**src/rbc_pkg.sv**
```systemverilog
// Shared types, constants and byte functions for the block cipher unit.
// No dependencies; used by every module in src.
package rbc_pkg;

	localparam int MAX_COLUMNS = 8;
	localparam int MAX_ROUNDS = 14;
	localparam int KEY_DEPTH = MAX_COLUMNS * (MAX_ROUNDS + 1);
	localparam int KEY_AW = $clog2(KEY_DEPTH);
	localparam int RND_W = $clog2(MAX_ROUNDS + 1);
	localparam int COL_W = $clog2(MAX_COLUMNS + 1);

	localparam logic [2:0] CFG_KEY3 = 3'd3;
	localparam logic [2:0] CFG_KSIZE = 3'd4;
	localparam logic [2:0] CFG_BSIZE = 3'd5;

	localparam logic FUNC_ENC = 1'b0;

	typedef logic [7:0] byte_t;
	typedef logic [MAX_COLUMNS*32-1:0] state_t;

	// Round operation request from the sequencer to the round unit.
	typedef struct packed {
		logic load;
		logic inverse;
		logic key_only;
		logic last;
		logic [COL_W-1:0] nb;
	} round_ctl_t;

	function automatic byte_t xtime(input byte_t a);
		xtime = {a[6:0], 1'b0} ^ (a[7] ? 8'h1b : 8'h00);
	endfunction

	function automatic byte_t sbox(input byte_t a);
		byte_t t [256];
		t = '{
		8'h63,8'h7c,8'h77,8'h7b,8'hf2,8'h6b,8'h6f,8'hc5,8'h30,8'h01,8'h67,8'h2b,8'hfe,8'hd7,8'hab,8'h76,
		8'hca,8'h82,8'hc9,8'h7d,8'hfa,8'h59,8'h47,8'hf0,8'had,8'hd4,8'ha2,8'haf,8'h9c,8'ha4,8'h72,8'hc0,
		8'hb7,8'hfd,8'h93,8'h26,8'h36,8'h3f,8'hf7,8'hcc,8'h34,8'ha5,8'he5,8'hf1,8'h71,8'hd8,8'h31,8'h15,
		8'h04,8'hc7,8'h23,8'hc3,8'h18,8'h96,8'h05,8'h9a,8'h07,8'h12,8'h80,8'he2,8'heb,8'h27,8'hb2,8'h75,
		8'h09,8'h83,8'h2c,8'h1a,8'h1b,8'h6e,8'h5a,8'ha0,8'h52,8'h3b,8'hd6,8'hb3,8'h29,8'he3,8'h2f,8'h84,
		8'h53,8'hd1,8'h00,8'hed,8'h20,8'hfc,8'hb1,8'h5b,8'h6a,8'hcb,8'hbe,8'h39,8'h4a,8'h4c,8'h58,8'hcf,
		8'hd0,8'hef,8'haa,8'hfb,8'h43,8'h4d,8'h33,8'h85,8'h45,8'hf9,8'h02,8'h7f,8'h50,8'h3c,8'h9f,8'ha8,
		8'h51,8'ha3,8'h40,8'h8f,8'h92,8'h9d,8'h38,8'hf5,8'hbc,8'hb6,8'hda,8'h21,8'h10,8'hff,8'hf3,8'hd2,
		8'hcd,8'h0c,8'h13,8'hec,8'h5f,8'h97,8'h44,8'h17,8'hc4,8'ha7,8'h7e,8'h3d,8'h64,8'h5d,8'h19,8'h73,
		8'h60,8'h81,8'h4f,8'hdc,8'h22,8'h2a,8'h90,8'h88,8'h46,8'hee,8'hb8,8'h14,8'hde,8'h5e,8'h0b,8'hdb,
		8'he0,8'h32,8'h3a,8'h0a,8'h49,8'h06,8'h24,8'h5c,8'hc2,8'hd3,8'hac,8'h62,8'h91,8'h95,8'he4,8'h79,
		8'he7,8'hc8,8'h37,8'h6d,8'h8d,8'hd5,8'h4e,8'ha9,8'h6c,8'h56,8'hf4,8'hea,8'h65,8'h7a,8'hae,8'h08,
		8'hba,8'h78,8'h25,8'h2e,8'h1c,8'ha6,8'hb4,8'hc6,8'he8,8'hdd,8'h74,8'h1f,8'h4b,8'hbd,8'h8b,8'h8a,
		8'h70,8'h3e,8'hb5,8'h66,8'h48,8'h03,8'hf6,8'h0e,8'h61,8'h35,8'h57,8'hb9,8'h86,8'hc1,8'h1d,8'h9e,
		8'he1,8'hf8,8'h98,8'h11,8'h69,8'hd9,8'h8e,8'h94,8'h9b,8'h1e,8'h87,8'he9,8'hce,8'h55,8'h28,8'hdf,
		8'h8c,8'ha1,8'h89,8'h0d,8'hbf,8'he6,8'h42,8'h68,8'h41,8'h99,8'h2d,8'h0f,8'hb0,8'h54,8'hbb,8'h16};
		sbox = t[a];
	endfunction

	function automatic byte_t inv_sbox(input byte_t a);
		byte_t t [256];
		t = '{
		8'h52,8'h09,8'h6a,8'hd5,8'h30,8'h36,8'ha5,8'h38,8'hbf,8'h40,8'ha3,8'h9e,8'h81,8'hf3,8'hd7,8'hfb,
		8'h7c,8'he3,8'h39,8'h82,8'h9b,8'h2f,8'hff,8'h87,8'h34,8'h8e,8'h43,8'h44,8'hc4,8'hde,8'he9,8'hcb,
		8'h54,8'h7b,8'h94,8'h32,8'ha6,8'hc2,8'h23,8'h3d,8'hee,8'h4c,8'h95,8'h0b,8'h42,8'hfa,8'hc3,8'h4e,
		8'h08,8'h2e,8'ha1,8'h66,8'h28,8'hd9,8'h24,8'hb2,8'h76,8'h5b,8'ha2,8'h49,8'h6d,8'h8b,8'hd1,8'h25,
		8'h72,8'hf8,8'hf6,8'h64,8'h86,8'h68,8'h98,8'h16,8'hd4,8'ha4,8'h5c,8'hcc,8'h5d,8'h65,8'hb6,8'h92,
		8'h6c,8'h70,8'h48,8'h50,8'hfd,8'hed,8'hb9,8'hda,8'h5e,8'h15,8'h46,8'h57,8'ha7,8'h8d,8'h9d,8'h84,
		8'h90,8'hd8,8'hab,8'h00,8'h8c,8'hbc,8'hd3,8'h0a,8'hf7,8'he4,8'h58,8'h05,8'hb8,8'hb3,8'h45,8'h06,
		8'hd0,8'h2c,8'h1e,8'h8f,8'hca,8'h3f,8'h0f,8'h02,8'hc1,8'haf,8'hbd,8'h03,8'h01,8'h13,8'h8a,8'h6b,
		8'h3a,8'h91,8'h11,8'h41,8'h4f,8'h67,8'hdc,8'hea,8'h97,8'hf2,8'hcf,8'hce,8'hf0,8'hb4,8'he6,8'h73,
		8'h96,8'hac,8'h74,8'h22,8'he7,8'had,8'h35,8'h85,8'he2,8'hf9,8'h37,8'he8,8'h1c,8'h75,8'hdf,8'h6e,
		8'h47,8'hf1,8'h1a,8'h71,8'h1d,8'h29,8'hc5,8'h89,8'h6f,8'hb7,8'h62,8'h0e,8'haa,8'h18,8'hbe,8'h1b,
		8'hfc,8'h56,8'h3e,8'h4b,8'hc6,8'hd2,8'h79,8'h20,8'h9a,8'hdb,8'hc0,8'hfe,8'h78,8'hcd,8'h5a,8'hf4,
		8'h1f,8'hdd,8'ha8,8'h33,8'h88,8'h07,8'hc7,8'h31,8'hb1,8'h12,8'h10,8'h59,8'h27,8'h80,8'hec,8'h5f,
		8'h60,8'h51,8'h7f,8'ha9,8'h19,8'hb5,8'h4a,8'h0d,8'h2d,8'he5,8'h7a,8'h9f,8'h93,8'hc9,8'h9c,8'hef,
		8'ha0,8'he0,8'h3b,8'h4d,8'hae,8'h2a,8'hf5,8'hb0,8'hc8,8'heb,8'hbb,8'h3c,8'h83,8'h53,8'h99,8'h61,
		8'h17,8'h2b,8'h04,8'h7e,8'hba,8'h77,8'hd6,8'h26,8'he1,8'h69,8'h14,8'h63,8'h55,8'h21,8'h0c,8'h7d};
		inv_sbox = t[a];
	endfunction

	function automatic logic [31:0] sub_word(input logic [31:0] w);
		sub_word = {sbox(w[31:24]), sbox(w[23:16]), sbox(w[15:8]), sbox(w[7:0])};
	endfunction

	// Columns for a size code; code three is taken as 256 bits.
	function automatic logic [COL_W-1:0] words_of(input logic [1:0] code);
		case (code)
			2'd0: words_of = COL_W'(4);
			2'd1: words_of = COL_W'(6);
			default: words_of = COL_W'(8);
		endcase
	endfunction

endpackage

```
**src/rbc_key_sched.sv**
```systemverilog
// Key schedule expander and round key store for the block cipher unit.
// Depends on rbc_pkg.
module rbc_key_sched (
	input logic clk,
	input logic arst_n,
	input logic start,
	input logic [255:0] key,
	input logic [1:0] key_size,
	input logic [rbc_pkg::KEY_AW-1:0] total,
	output logic busy,
	input logic [rbc_pkg::KEY_AW-1:0] rd_addr,
	output logic [31:0] rd_data
);
	import rbc_pkg::*;

	logic [31:0] mem [KEY_DEPTH];
	logic [31:0] hist_q [8];
	logic [KEY_AW-1:0] idx_q;
	logic [KEY_AW-1:0] total_q;
	logic [3:0] nk_q;
	logic [2:0] phase_q;
	logic [7:0] rc_q;
	logic busy_q;
	logic [31:0] t_rot, t_new, w_new;
	logic [3:0] nk_in;

	assign nk_in = 4'(words_of(key_size));
	assign busy = busy_q;

	always_comb begin
		t_rot = hist_q[0];
		if (phase_q == 3'd0)
			t_rot = sub_word({hist_q[0][23:0], hist_q[0][31:24]}) ^ {rc_q, 24'h0};
		else if (nk_q == 4'd8 && phase_q == 3'd4)
			t_rot = sub_word(hist_q[0]);
		t_new = t_rot;
		w_new = hist_q[nk_q[2:0] - 3'd1] ^ t_new;
	end

	// hist_q[0] is the newest word; hist_q[nk-1] is word i-nk.
	always_ff @(posedge clk or negedge arst_n) begin
		if (!arst_n) begin
			busy_q <= 1'b0;
			idx_q <= '0;
			phase_q <= '0;
			rc_q <= 8'h01;
			nk_q <= 4'd4;
			total_q <= '0;
		end else if (start) begin
			busy_q <= 1'b1;
			idx_q <= KEY_AW'(0);
			phase_q <= '0;
			rc_q <= 8'h01;
			nk_q <= nk_in;
			total_q <= total;
		end else if (busy_q) begin
			idx_q <= idx_q + KEY_AW'(1);
			if (idx_q >= KEY_AW'(nk_q)) begin
				phase_q <= (phase_q == 3'(nk_q - 4'd1)) ? 3'd0 : phase_q + 3'd1;
				if (phase_q == 3'd0)
					rc_q <= xtime(rc_q);
			end
			if (idx_q + KEY_AW'(1) == total_q)
				busy_q <= 1'b0;
		end
	end

	always_ff @(posedge clk) begin
		if (busy_q && !start) begin
			for (int k = 7; k > 0; k--)
				hist_q[k] <= hist_q[k-1];
			if (idx_q < KEY_AW'(nk_q))
				hist_q[0] <= key[255 - 32*idx_q[2:0] -: 32];
			else
				hist_q[0] <= w_new;
			mem[idx_q] <= (idx_q < KEY_AW'(nk_q)) ? key[255 - 32*idx_q[2:0] -: 32] : w_new;
		end
		rd_data <= mem[rd_addr];
	end

endmodule

```
**config.mk**
```make
export PLATFORM = sky130hd
export DESIGN_NAME = rbc_key_sched
export DESIGN_NICKNAME = d
export VERILOG_FILES = /design/src/rbc_pkg.sv /design/src/rbc_key_sched.sv
export SDC_FILE = /design/constraint.sdc
export NUM_CORES = 2
export LEC_CHECK = 0
export BUFFER_PORTS_ARGS = -buffer_cell sky130_fd_sc_hd__clkbuf_2
export CORE_ASPECT_RATIO = 1.5
export CORE_MARGIN = 2
export CORE_UTILIZATION = 46
export CTS_BUF_LIST = sky130_fd_sc_hd__clkbuf_16
export CTS_CLUSTER_DIAMETER = 40
export CTS_CLUSTER_SIZE = 25
export DETAILED_ROUTE_END_ITERATION = 8
export PLACE_DENSITY_LB_ADDON = 0.3
export SYNTH_ARGS = -nofsm -noshare
export SYNTH_HDL_FRONTEND = slang
export SYNTH_SLANG_ARGS = --single-unit
```
**constraint.sdc**
```tcl
create_clock -name clk -period 14.39 [get_ports clk]
set_clock_uncertainty 0.15 [all_clocks]
set_input_delay 4.317 -clock clk [delete_from_list [all_inputs] [get_ports clk]]
set_output_delay 4.317 -clock clk [all_outputs]
set_load 0.01 [all_outputs]
```
# Word level (Yosys, flattened, before mapping)

Memory sizes are Yosys's and may differ from the RTL's. A register that Yosys moved wholly into a read port is not among the register bits.
Index checks and enable logic that the tools add are counted.

Add/sub/neg operators: 5
Multiply operators: 0
Divide/modulo/power cells: 0
Order comparisons: 6
Equality and inequality tests: 5
Shift-type cells: 1
Multiplexer cells: 35
Bitwise gates (word level): 8
Reductions and logical operators: 10

Operators by type and width:

| kind                | number |
|---|---|
| $shiftx 287x33->32  | 1 |
| $mux 32             | 4 |
| $mux 8              | 12 |
| $xor 32x32->32      | 2 |
| $ge 9x9->1 const B  | 4 |
| $not 8->9           | 4 |
| $mux 7              | 2 |
| $mux 3              | 4 |
| $mux 1              | 11 |
| $sub 8x8->9 const A | 1 |
| $pmux 4 s2          | 1 |
| $xor 8x5->8         | 1 |
| $add 7x1->7 const B | 1 |
| $eq 7x7->1          | 1 |
| $ge 7x4->1          | 1 |
| $lt 7x4->1          | 1 |
| $reduce_bool 2->1   | 3 |
| $sub 3x1->3 const B | 2 |
| $mux 5              | 1 |
| $eq 4x4->1 const B  | 1 |
| $add 3x1->3 const B | 1 |
| $eq 3x3->1          | 1 |
| $eq 3x3->1 const B  | 1 |
| $logic_not 3->1     | 1 |
| other kinds (7)     | 8 |

Register bits: 30
Bits in latches: 0
Memory bits (writable): 4,096
Memory bits (read-only): 8,192
Output and inout port bits: 33
Word-level logic and storage cells: 82
Memories kept: 6

Memory list:

| name             | depth | width | rd ports | clocked after memory_dff | wr ports | line                | text |
|---|---|---|---|---|---|---|---|
| mem              | 120   | 32    | 1        | 1                        | 1        | rbc_key_sched.sv:16 | `logic [31:0] mem [KEY_DEPTH];` |
| (name not given) | 256   | 8     | 1        | 0                        | 0        | rbc_pkg.sv:53       | `sbox = t[a];` |
| (name not given) | 256   | 8     | 1        | 0                        | 0        | rbc_pkg.sv:53       |  |
| (name not given) | 256   | 8     | 1        | 0                        | 0        | rbc_pkg.sv:53       |  |
| (name not given) | 256   | 8     | 1        | 0                        | 0        | rbc_pkg.sv:53       |  |
| hist_q           | 8     | 32    | 8        | 0                        | 8        | rbc_key_sched.sv:17 | `logic [31:0] hist_q [8];` |

# Longest topological paths before layout

Depth in word-level cells: 8
Depth in mapped cells: 15
Depth with buffers taken out: 10

# Least setup slack after synthesis

Ideal clock, no wire load.

Path kind: input port to flip-flop
From: input start
To: memory mem[106][0], enable pin
Setup time: 0.501 ns
Arrival time: 16.122 ns
Required time: 13.739 ns
Slack: -2.384 ns
Stages on the path: 5
Buffers on the path: 2
Path through: clkbuf_1 nor2b_1 clkbuf_1 nand4_1 nor4_1

Word-level cells in the longest chain between the ends: 4

Ends and longest elaborated chain:

| element           | line                | text |
|---|---|---|
| from (decl)       | rbc_key_sched.sv:6  | `input logic start,` |
| $logic_not 1->1   | rbc_key_sched.sv:69 | `if (busy_q && !start) begin` |
| $logic_and 1x1->1 | rbc_key_sched.sv:69 |  |
| $mux 1            | rbc_key_sched.sv:69 |  |
| $mux 1            | rbc_key_sched.sv:76 | `mem[idx_q] <= (idx_q < KEY_AW'(nk_q)) ? key[255 - 32*idx_q[2:0] -: 32] : w_new;` |
| to (decl)         | rbc_key_sched.sv:16 |  |

No other way between the ends.

==> qor.yml <==
outcome:
  status: "complete, but fails checks"
  violations: "max-capacitance violations, max-slew violations"
place:
  io_buffers: 307
  place_hpwl_mm: 326
  gp_congestion: 0.978
  dp_cells: 13900
routing:
  totalWireLength_mm: 541
  ant_nets: 0
  vias_per_cell: 6.54
  drc_errors: 0
  drt_iter0_drc: 12100
  dr.pass1.iters: 5
  wl_per_cell_um: 36.9
  via_count: 96000
cts:
  cts_tree: "done"
  root_buffer: "clkbuf_16"
  worst_skew_pair.late_latency_ns: 0.96
  cts_made_buffers: 397
  post_cts_buffers: 0
  ctsHoldBuffers: 0
  path_clk_slew_ns: 0.07
  ctsResizeCount: 0
  cts_sinks: 4157
  htree_levels: 5
  cts.path.max_buffers: 4
power:
  sw_frac_of_total_pct: 29.7
  pwr-share-clk_pct: 34.7
  power_density_nw_per_um2: 161
  p_int_w: 0.0223
  combPwrFrac_pct: 18.1
  vdd_drop_max_mv: 0.115
  power_frac_seq_pct: 47.2
  switchingPower_w: 0.00943
  leakage_nw: 62.1
timing:
  slew_viol_final: 3
  setup_tns_ns: 0
  report.final.setup_viol: 0
  hold_violations: 0
  period_share_pct: 58.8
  rsz0062_at_grt: "false"
  fin_crit_ns: 8.46
  tightest_slew_ns: 1.65
  max-slew-margin-rel_pct: -10.9
  fmax_mhz: 118
  hold_slack_ns: 0.242
min_path:
  min_path_type: "reg2reg"
floorplanning:
  core.rowCount: 276
  io_pins: 308
  core-area_um2: 377000
  die_area_um2: 384000
  start_util_pct: 46.2
  die_w_um: 506
  fp.dieH_um: 758
synth:
  synth-async-reset-ratio_pct: 0.698
  avgSynthCellArea_um2: 19.6
  synth_edf_count: 4096
  ys_warn_count: 0
  synth-seq-cells: 4157
  synthesis.area_um2: 174000
  synthCells: 8892
  yosysSeqAreaShare_pct: 71.4
  synth_flop_cell: "edfxtp_1"
  synthesis.nets: 9234
  synth_cell_types: 91
grt:
  grt_first_pass_wirelength_mm: 753
  grt_pass1_vias: 97000
  antenna_found_initial: 36
  grt_start_max_net_pins: 132
  grt_use_total_pct: 28.0
  grt_remaining_overflow: 0
critical_path:
  crit_type: "in2reg"
  worstSetupStartpointType: "input port"
  cp.arrival_ns: 9.07
  end_kind: "flop"
  worstPathMaxFanout: 93
  required_ns: 15.00
cells_and_area:
  layout-drive-gt1-share_pct: 30.7
  stdcell_count: 14700
  final_common_cell: "edfxtp_1"
  nNetsFinal: 9593
  final_cell_mix: "edfxtp_1 (4096), mux4_2 (1297), clkbuf_16 (400)"
  syn_to_final_growth_pct: 13.3
run:
  max-cap-violations: 1
==> power by group through the flow <==
stage                     Clock (W)  Sequential, W  Combinational [W]
after floorplan                   0         0.0155            0.00316
after global placement            0         0.0152            0.00554
after detailed placement          0         0.0152            0.00567
after CTS                    0.0112         0.0150            0.00567
after global routing         0.0116         0.0150            0.00604
final                        0.0110         0.0150            0.00576
==> metrics by stage <==
step	worst slack, ns	instance area [um2]	total power, W	utilization (%)
finish	5.93	197000	0.0317	52.4
global placement	5.04	183000	0.0208	48.6
floorplan	1.95	174000	0.0187	-
global route	5.88	197000	0.0326	52.4
detailed placement	5.08	183000	0.0209	48.6
CTS	6.08	197000	0.0318	52.3
==> state kept, by name (all words and copies together) (netlist names), 3 cells and up <==
name     count
total_q      7
mem       3840
nk_q         3
phase_q      3
hist_q     256
rc_q         8
idx_q        7
rd_data     32
==> synthesized netlist by cell type (21+ instances only) <==
cell type	n	area [um2]
o211ai_1	55	413
and2_1	38	238
or2_2	34	213
dfrtp_1	27	676
nor3_1	86	430
o31ai_1	36	270
o21a_1	27	203
clkbuf_1	378	1420
o21ai_0	171	856
xnor2_1	22	193
buf_4	21	158
a22oi_1	135	1010
a21oi_1	187	936
o22ai_1	22	138
a31oi_1	85	532
or3_1	24	150
nor2_1	379	1420
mux2i_1	70	701
nand2b_1	105	657
buf_2	197	986
a311oi_1	58	508
inv_1	51	191
mux4_2	1297	29200
edfxtp_1	4096	123000
a221oi_1	43	377
dfxtp_1	32	641
and3_1	24	150
a211o_1	24	210
o311ai_0	42	368
ha_1	67	838
nand3_1	94	470
nor2b_1	106	663
a211oi_1	66	495
nor3b_1	24	180
a21o_1	37	278
nand4_1	46	288
nand2_1	239	897
buf_1	66	248
mux2_2	77	867
==> cell families after synthesis <==
kind of cell / Yosys count / synth area share, %
xor+xnor: 39 / 0.196
flops: 4157 / 71.4
compound gates: 1196 / 4.90
simple gates: 1266 / 3.59
mux: 1444 / 17.7
fa+ha+maj: 67 / 0.481
buf+inv: 723 / 1.75
==> per-layer routing <==
layer	track usage [%]	up-vias	part of all wire [%]
met5	0	-	0.0024
met4	16.7	2	6.8
met3	4.19	1234	7.6
met2	48.8	5341	52
met1	32.8	51100	34
li1	-	38300	-
==> path summary, 6_finish.rpt <==
path | from | end | slack, ns | cells past startpoint
worst max-delay path | rd_addr[1] | rd_data[24] | 5.93 | 9
worst min-delay path | hist_q[6][1] | hist_q[7][1] | 0.24 | 0
worst max register to register | hist_q[0][0] | mem[73][14] | 6.93 | 13
worst min register to register | hist_q[6][1] | hist_q[7][1] | 0.24 | 0
max in group asynchronous | arst_n | nk_q[1] | 10.18 | 1
min in group asynchronous | arst_n | total_q[0] | 3.31 | 1
==> worst max-delay path: stages <==
cell,delay [ns]
buf_8,0.50
buf_4,0.80
buf_4,0.77
mux4_2,0.41
mux4_2,0.49
a211oi_1,0.47
a21oi_2,0.23
nor2_1,0.64
a221oi_1,0.11
==> layout make-up <==
| cell class | count | area, um2 |
|---|---|---|
| Fill cell | 29100 | 179000 |
| Sequential cell | 4157 | 124000 |
| Multi-Input combinational cell | 4012 | 48200 |
| Clock buffer | 400 | 10000 |
| Tap cell | 5004 | 6260 |
| Timing Repair Buffer | 625 | 4160 |
| Clock inverter | 340 | 3980 |
| Inverter | 58 | 218 |
| Antenna cell | 76 | 190 |
Note: power is estimated with default switching activity, not from simulation.
